## src/hw/rtl/pkba_pkg.sv

```systemverilog
// Shared types, widths and codes of the paged key/value bump allocator.
// Used by the channel interfaces and by every RTL module of the block.
package pkba_pkg;

    localparam int TAG_W     = 16;
    localparam int TOK_W     = 32;
    localparam int TOTAL_W   = 33;
    localparam int WORD_W    = 64;
    localparam int HALF_W    = 32;
    localparam int FIELD_W   = 16;
    localparam int SIZE_W    = 8;
    localparam int KINDS_W   = FIELD_W + 1;
    localparam int ELEM_W    = 2 * FIELD_W + SIZE_W;
    localparam int BLKB_W    = FIELD_W + ELEM_W;
    localparam int BLOCKS_W  = KINDS_W + TOTAL_W;
    localparam int TMP_W     = TOTAL_W + KINDS_W;
    localparam int REM_W     = FIELD_W;
    localparam int DIV_CNT_W = $clog2(TOTAL_W + 1);
    localparam int ADDR_W    = 6;
    localparam int DATA_W    = 64;
    localparam int QUEUE_DEPTH = 2;

    localparam logic [WORD_W-1:0]  CAPACITY_RESET = 64'd1;
    localparam logic [FIELD_W-1:0] FIELD_RESET    = 16'd1;
    localparam logic [SIZE_W-1:0]  SIZE_RESET     = 8'd1;
    localparam logic [FIELD_W-1:0] TPP_RESET      = 16'd16;

    typedef enum logic [1:0] {
        ST_OK       = 2'd0,
        ST_INVALID  = 2'd1,
        ST_OVERFLOW = 2'd2,
        ST_CAPACITY = 2'd3
    } status_t;

    typedef enum logic [2:0] {
        REG_CAPACITY        = 3'd0,
        REG_LAYER_COUNT     = 3'd1,
        REG_KV_HEAD_COUNT   = 3'd2,
        REG_HEAD_WIDTH      = 3'd3,
        REG_ELEMENT_SIZE    = 3'd4,
        REG_TOKENS_PER_PAGE = 3'd5
    } reg_idx_t;

    typedef enum logic [2:0] {
        OP_HW     = 3'd0,
        OP_ES     = 3'd1,
        OP_BLK    = 3'd2,
        OP_TK     = 3'd3,
        OP_LOG    = 3'd4,
        OP_BLOCKS = 3'd5,
        OP_ALLOC  = 3'd6
    } mul_op_t;

    typedef enum logic [2:0] {
        BK_IDLE   = 3'd0,
        BK_ISSUE  = 3'd1,
        BK_WAIT   = 3'd2,
        BK_ROOM   = 3'd3,
        BK_CHECK  = 3'd4,
        BK_COMMIT = 3'd5
    } back_state_t;

    typedef struct packed {
        logic [WORD_W-1:0]  capacity;
        logic [FIELD_W-1:0] layer_count;
        logic [FIELD_W-1:0] kv_head_count;
        logic [FIELD_W-1:0] head_width;
        logic [SIZE_W-1:0]  element_size;
        logic [FIELD_W-1:0] tokens_per_page;
    } cfg_t;

    typedef struct packed {
        logic [TAG_W-1:0]   tag;
        logic [TOTAL_W-1:0] token_total;
        logic               invalid;
    } job_t;

    typedef struct packed {
        logic              start;
        logic [WORD_W-1:0] a;
        logic [WORD_W-1:0] b;
    } mul_req_t;

    typedef struct packed {
        logic              done;
        logic              ovf;
        logic [WORD_W-1:0] prod;
    } mul_rsp_t;

endpackage

```

## src/hw/rtl/pkba_if.sv

```systemverilog


interface pkba_res_if;
    logic                          valid;
    logic                          ready;
    logic [pkba_pkg::TAG_W-1:0]    tag_out;
    pkba_pkg::status_t             status;
    logic [pkba_pkg::WORD_W-1:0]   base_offset;
    logic [pkba_pkg::WORD_W-1:0]   epoch;
    logic [pkba_pkg::TOTAL_W-1:0]  token_total;
    logic [pkba_pkg::WORD_W-1:0]   block_count;
    logic [pkba_pkg::WORD_W-1:0]   block_bytes;
    logic [pkba_pkg::WORD_W-1:0]   logical_bytes;
    logic [pkba_pkg::WORD_W-1:0]   allocated_bytes;
    logic [pkba_pkg::WORD_W-1:0]   used_total;

    modport source (output valid, output tag_out, output status, output base_offset,
                    output epoch, output token_total, output block_count,
                    output block_bytes, output logical_bytes, output allocated_bytes,
                    output used_total, input ready);
    modport sink   (input valid, input tag_out, input status, input base_offset,
                    input epoch, input token_total, input block_count,
                    input block_bytes, input logical_bytes, input allocated_bytes,
                    input used_total, output ready);
endinterface

```

## src/hw/rtl/pkba_mul.sv

```systemverilog
// Multi-cycle 64 x 64 multiplier with overflow flag, one 32 x 32 product a cycle.
// Depends on pkba_pkg for the request and response structs.
module pkba_mul (
    input  logic               clk,
    input  logic               rst_n,
    input  pkba_pkg::mul_req_t req,
    output pkba_pkg::mul_rsp_t rsp
);
    import pkba_pkg::*;

    localparam int PROD_W = 2 * WORD_W;
    localparam logic [2:0] LAST_STEP = 3'd4;

    logic [WORD_W-1:0] a_reg, a_next;
    logic [WORD_W-1:0] b_reg, b_next;
    logic [WORD_W-1:0] pp_reg, pp_next;
    logic [1:0]        sh_reg, sh_next;
    logic [PROD_W-1:0] acc_reg, acc_next;
    logic [2:0]        cnt_reg, cnt_next;
    logic              busy_reg, busy_next;
    logic              done_reg, done_next;
    logic [HALF_W-1:0] a_half, b_half;
    logic [PROD_W-1:0] pp_ext;

    // Step k multiplies half k[0] of a by half k[1] of b; the partial product is
    // registered, and the next step adds it to the accumulator at its weight.
    assign a_half = cnt_reg[0] ? a_reg[WORD_W-1:HALF_W] : a_reg[HALF_W-1:0];
    assign b_half = cnt_reg[1] ? b_reg[WORD_W-1:HALF_W] : b_reg[HALF_W-1:0];

    always_comb
    begin
        case (sh_reg)
            2'd0:    pp_ext = {{WORD_W{1'b0}}, pp_reg};
            2'd1:    pp_ext = {{HALF_W{1'b0}}, pp_reg, {HALF_W{1'b0}}};
            default: pp_ext = {pp_reg, {WORD_W{1'b0}}};
        endcase
    end

    always_comb
    begin
        a_next    = a_reg;
        b_next    = b_reg;
        pp_next   = pp_reg;
        sh_next   = sh_reg;
        acc_next  = acc_reg;
        cnt_next  = cnt_reg;
        busy_next = busy_reg;
        done_next = 1'b0;
        if (req.start)
        begin
            a_next    = req.a;
            b_next    = req.b;
            acc_next  = '0;
            cnt_next  = '0;
            busy_next = 1'b1;
        end
        else if (busy_reg)
        begin
            if (cnt_reg != LAST_STEP)
            begin
                pp_next = a_half * b_half;
                sh_next = {1'b0, cnt_reg[0]} + {1'b0, cnt_reg[1]};
            end
            if (cnt_reg != '0)
            begin
                acc_next = acc_reg + pp_ext;
            end
            if (cnt_reg == LAST_STEP)
            begin
                busy_next = 1'b0;
                done_next = 1'b1;
            end
            cnt_next = cnt_reg + 1'b1;
        end
    end

    always_ff @(posedge clk or negedge rst_n)
    begin
        if (!rst_n)
        begin
            cnt_reg  <= '0;
            busy_reg <= 1'b0;
            done_reg <= 1'b0;
        end
        else
        begin
            cnt_reg  <= cnt_next;
            busy_reg <= busy_next;
            done_reg <= done_next;
        end
    end

    always_ff @(posedge clk)
    begin
        a_reg   <= a_next;
        b_reg   <= b_next;
        pp_reg  <= pp_next;
        sh_reg  <= sh_next;
        acc_reg <= acc_next;
    end

    always_comb
    begin
        rsp.done = done_reg;
        rsp.ovf  = (acc_reg[PROD_W-1:WORD_W] != '0);
        rsp.prod = acc_reg[WORD_W-1:0];
    end
endmodule

```

## src/hw/rtl/pkba_back.sv

```systemverilog
// Back end: page divider, multiply sequencer, capacity check, allocator state
// and the result register. Depends on pkba_pkg, pkba_res_if and pkba_mul.
module pkba_back (
    input  logic           clk,
    input  logic           rst_n,
    input  pkba_pkg::cfg_t cfg,
    input  logic           q_valid,
    input  pkba_pkg::job_t q_data,
    output logic           q_pop,
    pkba_res_if.source     res
);
    import pkba_pkg::*;

    localparam logic [DIV_CNT_W-1:0] DIV_STEPS = DIV_CNT_W'(TOTAL_W);

    back_state_t          state_reg, state_next;
    mul_op_t              op_reg, op_next, op_after;
    job_t                 job_reg, job_next;
    logic [KINDS_W-1:0]   kinds_reg, kinds_next;
    logic [TMP_W-1:0]     tmp_reg, tmp_next;
    logic [ELEM_W-1:0]    elem_reg, elem_next;
    logic [BLKB_W-1:0]    blkb_reg, blkb_next;
    logic [WORD_W-1:0]    logical_reg, logical_next;
    logic [BLOCKS_W-1:0]  blocks_reg, blocks_next;
    logic [WORD_W-1:0]    alloc_reg, alloc_next;
    logic [WORD_W-1:0]    room_reg, room_next;
    logic                 ovf_reg, ovf_next;
    status_t              status_reg, status_next;
    logic [DIV_CNT_W-1:0] div_cnt_reg, div_cnt_next;
    logic [TOTAL_W-1:0]   div_quo_reg, div_quo_next;
    logic [REM_W-1:0]     div_rem_reg, div_rem_next;
    logic [WORD_W-1:0]    nfo_reg, nfo_next;
    logic [WORD_W-1:0]    seq_reg, seq_next;

    logic                 res_valid_reg, res_valid_next;
    logic [TAG_W-1:0]     res_tag_reg, res_tag_next;
    status_t              res_status_reg, res_status_next;
    logic [WORD_W-1:0]    res_base_reg, res_base_next;
    logic [WORD_W-1:0]    res_epoch_reg, res_epoch_next;
    logic [TOTAL_W-1:0]   res_tokens_reg, res_tokens_next;
    logic [WORD_W-1:0]    res_blocks_reg, res_blocks_next;
    logic [WORD_W-1:0]    res_blkb_reg, res_blkb_next;
    logic [WORD_W-1:0]    res_logical_reg, res_logical_next;
    logic [WORD_W-1:0]    res_alloc_reg, res_alloc_next;
    logic [WORD_W-1:0]    res_used_reg, res_used_next;

    mul_req_t             mul_req;
    mul_rsp_t             mul_rsp;
    logic                 div_busy;
    logic [REM_W:0]       rem_shift;
    logic                 rem_ge;
    logic [TOTAL_W-1:0]   pages;
    logic                 out_free;
    logic                 is_ok;

    pkba_mul u_mul (
        .clk   (clk),
        .rst_n (rst_n),
        .req   (mul_req),
        .rsp   (mul_rsp)
    );

    // Restoring divider for token_total / tokens_per_page, one quotient bit a
    // cycle; the dividend shifts out of the quotient register as bits come in.
    assign div_busy  = (div_cnt_reg != '0);
    assign rem_shift = {div_rem_reg, div_quo_reg[TOTAL_W-1]};
    assign rem_ge    = (rem_shift >= {1'b0, cfg.tokens_per_page});
    assign pages     = div_quo_reg + {{(TOTAL_W-1){1'b0}}, (div_rem_reg != '0)};
    assign out_free  = !res_valid_reg || res.ready;
    assign is_ok     = (status_reg == ST_OK);

    always_comb
    begin
        unique case (op_reg)
            OP_HW:     op_after = OP_ES;
            OP_ES:     op_after = OP_BLK;
            OP_BLK:    op_after = OP_TK;
            OP_TK:     op_after = OP_LOG;
            OP_LOG:    op_after = OP_BLOCKS;
            default:   op_after = OP_ALLOC;
        endcase
    end

    // Multiplier operands for each step of the sequence.
    always_comb
    begin
        mul_req.start = 1'b0;
        case (op_reg)
            OP_HW:
            begin
                mul_req.a = WORD_W'(cfg.kv_head_count);
                mul_req.b = WORD_W'(cfg.head_width);
            end
            OP_ES:
            begin
                mul_req.a = WORD_W'(tmp_reg);
                mul_req.b = WORD_W'(cfg.element_size);
            end
            OP_BLK:
            begin
                mul_req.a = WORD_W'(cfg.tokens_per_page);
                mul_req.b = WORD_W'(elem_reg);
            end
            OP_TK:
            begin
                mul_req.a = WORD_W'(job_reg.token_total);
                mul_req.b = WORD_W'(kinds_reg);
            end
            OP_LOG:
            begin
                mul_req.a = WORD_W'(tmp_reg);
                mul_req.b = WORD_W'(elem_reg);
            end
            OP_BLOCKS:
            begin
                mul_req.a = WORD_W'(kinds_reg);
                mul_req.b = WORD_W'(pages);
            end
            OP_ALLOC:
            begin
                mul_req.a = WORD_W'(blocks_reg);
                mul_req.b = WORD_W'(blkb_reg);
            end
            default:
            begin
                mul_req.a = '0;
                mul_req.b = '0;
            end
        endcase
        if (state_reg == BK_ISSUE && !(op_reg == OP_BLOCKS && div_busy))
        begin
            mul_req.start = 1'b1;
        end
    end

    always_comb
    begin
        state_next   = state_reg;
        op_next      = op_reg;
        job_next     = job_reg;
        kinds_next   = kinds_reg;
        tmp_next     = tmp_reg;
        elem_next    = elem_reg;
        blkb_next    = blkb_reg;
        logical_next = logical_reg;
        blocks_next  = blocks_reg;
        alloc_next   = alloc_reg;
        room_next    = room_reg;
        ovf_next     = ovf_reg;
        status_next  = status_reg;
        div_cnt_next = div_cnt_reg;
        div_quo_next = div_quo_reg;
        div_rem_next = div_rem_reg;
        nfo_next     = nfo_reg;
        seq_next     = seq_reg;
        q_pop        = 1'b0;

        res_valid_next   = res_valid_reg;
        res_tag_next     = res_tag_reg;
        res_status_next  = res_status_reg;
        res_base_next    = res_base_reg;
        res_epoch_next   = res_epoch_reg;
        res_tokens_next  = res_tokens_reg;
        res_blocks_next  = res_blocks_reg;
        res_blkb_next    = res_blkb_reg;
        res_logical_next = res_logical_reg;
        res_alloc_next   = res_alloc_reg;
        res_used_next    = res_used_reg;

        if (res_valid_reg && res.ready)
        begin
            res_valid_next = 1'b0;
        end

        if (div_busy)
        begin
            div_cnt_next = div_cnt_reg - 1'b1;
            div_quo_next = {div_quo_reg[TOTAL_W-2:0], rem_ge};
            div_rem_next = rem_ge ? REM_W'(rem_shift - {1'b0, cfg.tokens_per_page})
                                  : REM_W'(rem_shift);
        end

        unique case (state_reg)
            BK_IDLE:
            begin
                if (q_valid)
                begin
                    q_pop    = 1'b1;
                    job_next = q_data;
                    ovf_next = 1'b0;
                    if (q_data.invalid)
                    begin
                        status_next = ST_INVALID;
                        state_next  = BK_COMMIT;
                    end
                    else
                    begin
                        div_cnt_next = DIV_STEPS;
                        div_quo_next = q_data.token_total;
                        div_rem_next = '0;
                        // Layers times the two kinds, key and value.
                        kinds_next   = {cfg.layer_count, 1'b0};
                        op_next      = OP_HW;
                        state_next   = BK_ISSUE;
                    end
                end
            end
            BK_ISSUE:
            begin
                if (mul_req.start)
                begin
                    state_next = BK_WAIT;
                end
            end
            BK_WAIT:
            begin
                if (mul_rsp.done)
                begin
                    ovf_next = ovf_reg | mul_rsp.ovf;
                    unique case (op_reg) inside
                        OP_HW, OP_TK: tmp_next     = mul_rsp.prod[TMP_W-1:0];
                        OP_ES:        elem_next    = mul_rsp.prod[ELEM_W-1:0];
                        OP_BLK:       blkb_next    = mul_rsp.prod[BLKB_W-1:0];
                        OP_LOG:       logical_next = mul_rsp.prod;
                        OP_BLOCKS:    blocks_next  = mul_rsp.prod[BLOCKS_W-1:0];
                        default:      alloc_next   = mul_rsp.prod;
                    endcase
                    if (op_reg == OP_ALLOC)
                    begin
                        state_next = BK_ROOM;
                    end
                    else
                    begin
                        op_next    = op_after;
                        state_next = BK_ISSUE;
                    end
                end
            end
            BK_ROOM:
            begin
                room_next  = (cfg.capacity > nfo_reg) ? cfg.capacity - nfo_reg : '0;
                state_next = BK_CHECK;
            end
            BK_CHECK:
            begin
                if (ovf_reg)
                begin
                    status_next = ST_OVERFLOW;
                end
                else if (alloc_reg > room_reg)
                begin
                    status_next = ST_CAPACITY;
                end
                else
                begin
                    status_next = ST_OK;
                end
                state_next = BK_COMMIT;
            end
            BK_COMMIT:
            begin
                if (out_free)
                begin
                    res_valid_next   = 1'b1;
                    res_tag_next     = job_reg.tag;
                    res_status_next  = status_reg;
                    res_base_next    = nfo_reg;
                    res_epoch_next   = is_ok ? seq_reg : '0;
                    res_tokens_next  = is_ok ? job_reg.token_total : '0;
                    res_blocks_next  = is_ok ? WORD_W'(blocks_reg) : '0;
                    res_blkb_next    = is_ok ? WORD_W'(blkb_reg) : '0;
                    res_logical_next = is_ok ? logical_reg : '0;
                    res_alloc_next   = is_ok ? alloc_reg : '0;
                    res_used_next    = is_ok ? nfo_reg + alloc_reg : nfo_reg;
                    if (is_ok)
                    begin
                        nfo_next = nfo_reg + alloc_reg;
                        seq_next = seq_reg + 1'b1;
                    end
                    state_next = BK_IDLE;
                end
            end
            default:
            begin
                state_next = BK_IDLE;
            end
        endcase
    end

    always_ff @(posedge clk or negedge rst_n)
    begin
        if (!rst_n)
        begin
            state_reg     <= BK_IDLE;
            div_cnt_reg   <= '0;
            nfo_reg       <= '0;
            seq_reg       <= '0;
            res_valid_reg <= 1'b0;
        end
        else
        begin
            state_reg     <= state_next;
            div_cnt_reg   <= div_cnt_next;
            nfo_reg       <= nfo_next;
            seq_reg       <= seq_next;
            res_valid_reg <= res_valid_next;
        end
    end

    always_ff @(posedge clk)
    begin
        op_reg          <= op_next;
        job_reg         <= job_next;
        kinds_reg       <= kinds_next;
        tmp_reg         <= tmp_next;
        elem_reg        <= elem_next;
        blkb_reg        <= blkb_next;
        logical_reg     <= logical_next;
        blocks_reg      <= blocks_next;
        alloc_reg       <= alloc_next;
        room_reg        <= room_next;
        ovf_reg         <= ovf_next;
        status_reg      <= status_next;
        div_quo_reg     <= div_quo_next;
        div_rem_reg     <= div_rem_next;
        res_tag_reg     <= res_tag_next;
        res_status_reg  <= res_status_next;
        res_base_reg    <= res_base_next;
        res_epoch_reg   <= res_epoch_next;
        res_tokens_reg  <= res_tokens_next;
        res_blocks_reg  <= res_blocks_next;
        res_blkb_reg    <= res_blkb_next;
        res_logical_reg <= res_logical_next;
        res_alloc_reg   <= res_alloc_next;
        res_used_reg    <= res_used_next;
    end

    assign res.valid           = res_valid_reg;
    assign res.tag_out         = res_tag_reg;
    assign res.status          = res_status_reg;
    assign res.base_offset     = res_base_reg;
    assign res.epoch           = res_epoch_reg;
    assign res.token_total     = res_tokens_reg;
    assign res.block_count     = res_blocks_reg;
    assign res.block_bytes     = res_blkb_reg;
    assign res.logical_bytes   = res_logical_reg;
    assign res.allocated_bytes = res_alloc_reg;
    assign res.used_total      = res_used_reg;
endmodule

```

## src/flat_wrapper.sv

```systemverilog
// flat-port wrapper written by rule: the top's interface ports become plain ports
module pkba_back_flat import pkba_pkg::*;
  (clk, rst_n, cfg, q_valid, q_data, q_pop, res_valid, res_tag_out, res_status, res_base_offset, res_epoch, res_token_total, res_block_count, res_block_bytes, res_logical_bytes, res_allocated_bytes, res_used_total, res_ready);
  pkba_res_if res_i ();
  input  logic clk;
  input  logic rst_n;
  input  pkba_pkg::cfg_t cfg;
  input  logic q_valid;
  input  pkba_pkg::job_t q_data;
  output logic q_pop;
  output wire logic [$bits(res_i.valid)-1:0] res_valid;
  output wire logic [$bits(res_i.tag_out)-1:0] res_tag_out;
  output wire logic [$bits(res_i.status)-1:0] res_status;
  output wire logic [$bits(res_i.base_offset)-1:0] res_base_offset;
  output wire logic [$bits(res_i.epoch)-1:0] res_epoch;
  output wire logic [$bits(res_i.token_total)-1:0] res_token_total;
  output wire logic [$bits(res_i.block_count)-1:0] res_block_count;
  output wire logic [$bits(res_i.block_bytes)-1:0] res_block_bytes;
  output wire logic [$bits(res_i.logical_bytes)-1:0] res_logical_bytes;
  output wire logic [$bits(res_i.allocated_bytes)-1:0] res_allocated_bytes;
  output wire logic [$bits(res_i.used_total)-1:0] res_used_total;
  input wire logic [$bits(res_i.ready)-1:0] res_ready;
  assign res_valid = res_i.valid;
  assign res_tag_out = res_i.tag_out;
  assign res_status = res_i.status;
  assign res_base_offset = res_i.base_offset;
  assign res_epoch = res_i.epoch;
  assign res_token_total = res_i.token_total;
  assign res_block_count = res_i.block_count;
  assign res_block_bytes = res_i.block_bytes;
  assign res_logical_bytes = res_i.logical_bytes;
  assign res_allocated_bytes = res_i.allocated_bytes;
  assign res_used_total = res_i.used_total;
  assign res_i.ready = res_ready;
  pkba_back u_core (.clk(clk), .rst_n(rst_n), .cfg(cfg), .q_valid(q_valid), .q_data(q_data), .q_pop(q_pop), .res(res_i));
endmodule
```

## config.mk

```make
export PLATFORM = sky130hd
export DESIGN_NAME = pkba_back_flat
export DESIGN_NICKNAME = d
export VERILOG_FILES = /design/src/hw/rtl/pkba_pkg.sv /design/src/hw/rtl/pkba_if.sv /design/src/hw/rtl/pkba_mul.sv /design/src/hw/rtl/pkba_back.sv /design/src/flat_wrapper.sv
export SDC_FILE = /design/constraint.sdc
export NUM_CORES = 2
export LEC_CHECK = 0
export BUFFER_PORTS_ARGS = -buffer_cell sky130_fd_sc_hd__buf_2
export CAP_MARGIN = 40
export CORE_MARGIN = 2
export CORE_UTILIZATION = 50
export CTS_CLUSTER_SIZE = 30
export DETAILED_ROUTE_END_ITERATION = 8
export PLACE_DENSITY = 0.65
export REMOVE_ABC_BUFFERS = 1
export SYNTH_ARGS = -nofsm -noshare
export SYNTH_HDL_FRONTEND = slang
export SYNTH_SLANG_ARGS = --single-unit
```

## constraint.sdc

```tcl
create_clock -name clk -period 33.1 [get_ports clk]
set_input_delay 6.62 -clock clk [delete_from_list [all_inputs] [get_ports clk]]
set_output_delay 6.62 -clock clk [all_outputs]
set_load 0.02 [all_outputs]
```

==> summary.md <==
| Metric | Value |
|---|---|
| Initial antenna violation count | `49` |
| I/O Buffers | `668` |
| Multi-input gate area | `58,000 um^2` |
| Slowest cell on crit path | `buf_2` |
| FF/Latch Area | `40,400 um^2` |
| Clk_lat worst skew | `830 ps` |
| Synth Area in Compound Gates | `10.79%` |
| Endpoints failing hold | `0` |
| Vias post-DR | `82,480` |
| Final Cycle Share | `41.97%` |
| Synthesized area | `104,300 um^2` |
| Max incr delay on CP | `220 ps` |
| Synth async-reset ratio | `10.01%` |
| # Max-Cap Violations | `0` |
| Sum Neg Setup Slack | `0 ps` |
| Net count, final | `12,570` |
| Netlist cell types | `89` |
| # hold bufs at CTS | `0` |
| Initial Util | `50.33%` |
| Setup crit end kind | `output pin` |
| TritonRoute pass-1 iters | `6` |
| Final wirelength | `383.8 mm` |
| Simple-gate share of the synthesized area | `14.48%` |
| Endpoints failing setup | `0` |
| Die height | `460.8 um` |
| Max reg flops | `128` |
| Mapped Cells | `10,390` |
| Most used cell, CP | `buf_2` |
| # resized after CTS | `0` |
| First-pass GRT wire length | `551.4 mm` |
| Max Slew Vio Count | `0` |
| Routed Antenna Nets | `0` |
| CTS Buffer Depth | `3` |
| FMAX | `0.07198 GHz` |
| CTS buffer count | `155` |
| Fin crit period | `13,890 ps` |
| Worst path cell trace | `buf_2 -> nand3b_1 -> inv_2 -> buf_2` |
| Die area | `212,300 um^2` |
| Worst Setup Path Type | `input port to output pin` |
| Primary FF master, synth | `edfxtp_1` |
| H-tree levels | `4` |
| XOR/XNOR share of the synthesized area | `3.325%` |
| Synth Area in Adders | `24.50%` |
| Status | `complete, no violations` |
| GRT Total Usage | `35.91%` |
| Synthesis Warnings | `0` |
| Core Area | `207,300 um^2` |
| Mux share of post-synthesis cell area | `2.106%` |
| CP Max Fanout | `3` |
| Hold slack | `416.7 ps` |
| Post-synthesis register bit count | `1,428` |
| Worst Setup Start Kind | `input port` |
| Worst clock skew | `43.69 ps` |
| I/O pin cnt | `691` |
| Worst EP arrival | `7270 ps` |
| Hold Crit Class | `flip-flop to flip-flop` |
| Initial detailed-routing violation count | `9,670` |
| CTS sink cnt | `1,428` |
| Root buffer cell | `clkbuf_16` |
| Share of cells above drive strength 1 | `11.72%` |
| Largest net degree at the start of global routing | `135` |
| Chip Width | `460.8 um` |
| Worst Tran Pin Value | `976.6 ps` |
| DR WL/cell | `27.77 um` |
| Vias in the first global route | `80,560` |
| Hpwl dp | `299.0 mm` |
| GPL Wtd Cong | `1.007` |
| Sequential share of the synthesized area | `38.72%` |
| Mean area per synthesized cell | `10.05 um^2` |
| Main combinational cell family by area after synthesis | `adder cells` |
| CTS tree | `yes` |
| # Post-CTS Setup Buffers | `0` |
| Synth-to-Final Area Change | `11.96%` |
| Via-to-Cell Ratio | `5.967` |
| Clock slew at reported path FFs | `70 ps` |
| Critical Path RT | `26,480 ps` |
| GRT overflow | `0` |
| Detailed-route DRC error count | `0` |
| RSZ-0062 raised after global routing | `false` |
| Filler Cell Count | `18,090` |
| Max_slew headroom | `33.03%` |
| Row count | `167` |
| Number of synthesized flops with an enable pin | `1,108` |
## routing by layer
metal	global-route usage [%]	up-vias	wire, um
met1	48.17	41120	151700
met3	8.842	914	41300
li1	-	35870	-
met5	0	-	199
met4	17.95	18	22390
met2	54.31	4560	168300
## Yosys cell counts, types with 24 or more instances
| cell type | count | share of area [%] |
|---|---|---|
| buf_1 | 43 | 0.15 |
| edfxtp_1 | 1108 | 32 |
| dfxtp_1 | 177 | 3.4 |
| ha_1 | 603 | 7.2 |
| nand4_1 | 144 | 0.86 |
| inv_1 | 1116 | 4.0 |
| xnor2_1 | 255 | 2.1 |
| nand2_1 | 1193 | 4.3 |
| nand3_1 | 104 | 0.50 |
| o21bai_1 | 82 | 0.59 |
| o21ai_1 | 57 | 0.27 |
| nor4_1 | 33 | 0.20 |
| fa_1 | 900 | 17 |
| dfrtp_1 | 143 | 3.4 |
| a31oi_1 | 70 | 0.42 |
| a221oi_1 | 24 | 0.20 |
| clkbuf_1 | 460 | 1.7 |
| o31ai_1 | 26 | 0.19 |
| nand2b_1 | 55 | 0.33 |
| mux2_2 | 78 | 0.84 |
| o21ai_0 | 438 | 2.1 |
| nor2b_1 | 99 | 0.59 |
| xor2_1 | 141 | 1.2 |
| and2_1 | 412 | 2.5 |
| a211oi_1 | 37 | 0.27 |
| mux2i_1 | 125 | 1.2 |
| a21oi_1 | 589 | 2.8 |
| a22oi_1 | 57 | 0.41 |
| o21a_1 | 32 | 0.23 |
| a21o_1 | 233 | 1.7 |
| nor2_1 | 1098 | 4.0 |
| and3_1 | 60 | 0.36 |
| nor3_1 | 71 | 0.34 |
## cell type report
class	count	area share (%)
multi-input cells	7318	49.66
flip-flops and latches	1428	34.59
repair buffers	853	4.421
inverters	1122	3.612
clock buffers	193	3.610
well taps	2788	2.987
clock inverters	99	1.077
diodes	22	0.04713
## path summary, 6_finish.rpt
check | from | endpoint | slack (ps) | cells past startpoint
setup reg to reg | u_core.u_mul.cnt_reg[1]$_DFFE_PN0P_ | u_core.u_mul.pp_reg[60]$_DFFE_PP_ | 22150 | 28
max in group asynchronous | rst_n | u_core.nfo_reg[54]$_DFFE_PN0P_ | 25770 | 4
hold / removal | u_core.job_reg[49]$_DFFE_PP_ | u_core.res.tag_out[15]$_DFFE_PP_ | 420 | 0
setup / recovery | q_valid | q_pop | 19210 | 4
min in group asynchronous | rst_n | u_core.nfo_reg[14]$_DFFE_PN0P_ | 5740 | 1
hold reg to reg | u_core.job_reg[49]$_DFFE_PP_ | u_core.res.tag_out[15]$_DFFE_PP_ | 420 | 0
## per-stage QoR
stage / util (%) / std cells / instance area [um^2] / setup WS (ps)
after floorplan: - / 9868 / 102300 / -632.9
after global placement: 53.34 / 13470 / 110600 / 19230
after detailed placement: 53.67 / 13510 / 111200 / 19210
after CTS: 56.31 / 13800 / 116700 / 19210
after global routing: 56.33 / 13810 / 116800 / 19200
final: 56.35 / 13820 / 116800 / 19210
## critical path: cells and delay by family
| kind | cells | cell delay, ps |
|---|---|---|
| buffers and inverters | 3 | 500 |
| AND/OR/NAND/NOR | 1 | 140 |
## layout by cell type (no fill, tap or decap), types with 97 or more instances in the layout
| cell type | n |
|---|---|
| inv_1 | 1115 |
| fa_1 | 900 |
| xnor2_1 | 255 |
| ha_1 | 603 |
| mux2i_1 | 97 |
| and2_1 | 412 |
| edfxtp_1 | 1108 |
| xor2_1 | 141 |
| dfxtp_1 | 177 |
| a21oi_1 | 589 |
| dfrtp_1 | 141 |
| nand2_1 | 1193 |
| buf_2 | 674 |
| nand3_1 | 104 |
| nor2_1 | 1091 |
| a21o_1 | 233 |
| clkbuf_16 | 159 |
| nand4_1 | 144 |
| o21ai_0 | 437 |
| buf_4 | 146 |
## cells by family (layout without fill, tap and decap cells)
group                      Yosys count  in the layout
xor gates and xnor gates           396            396
muxes                              206            206
adders and majority gates         1503           1503
buffers and inverters             1660           2267
AOI/OAI and AO/OA                 1840           1840
DFF                               1428           1428
other                                1             44
and+or+nand+nor                   3351           3351
Power is left out: the tool's default activity adds up to more than one toggle a clock period on the data nets, which glitch-free logic cannot reach.
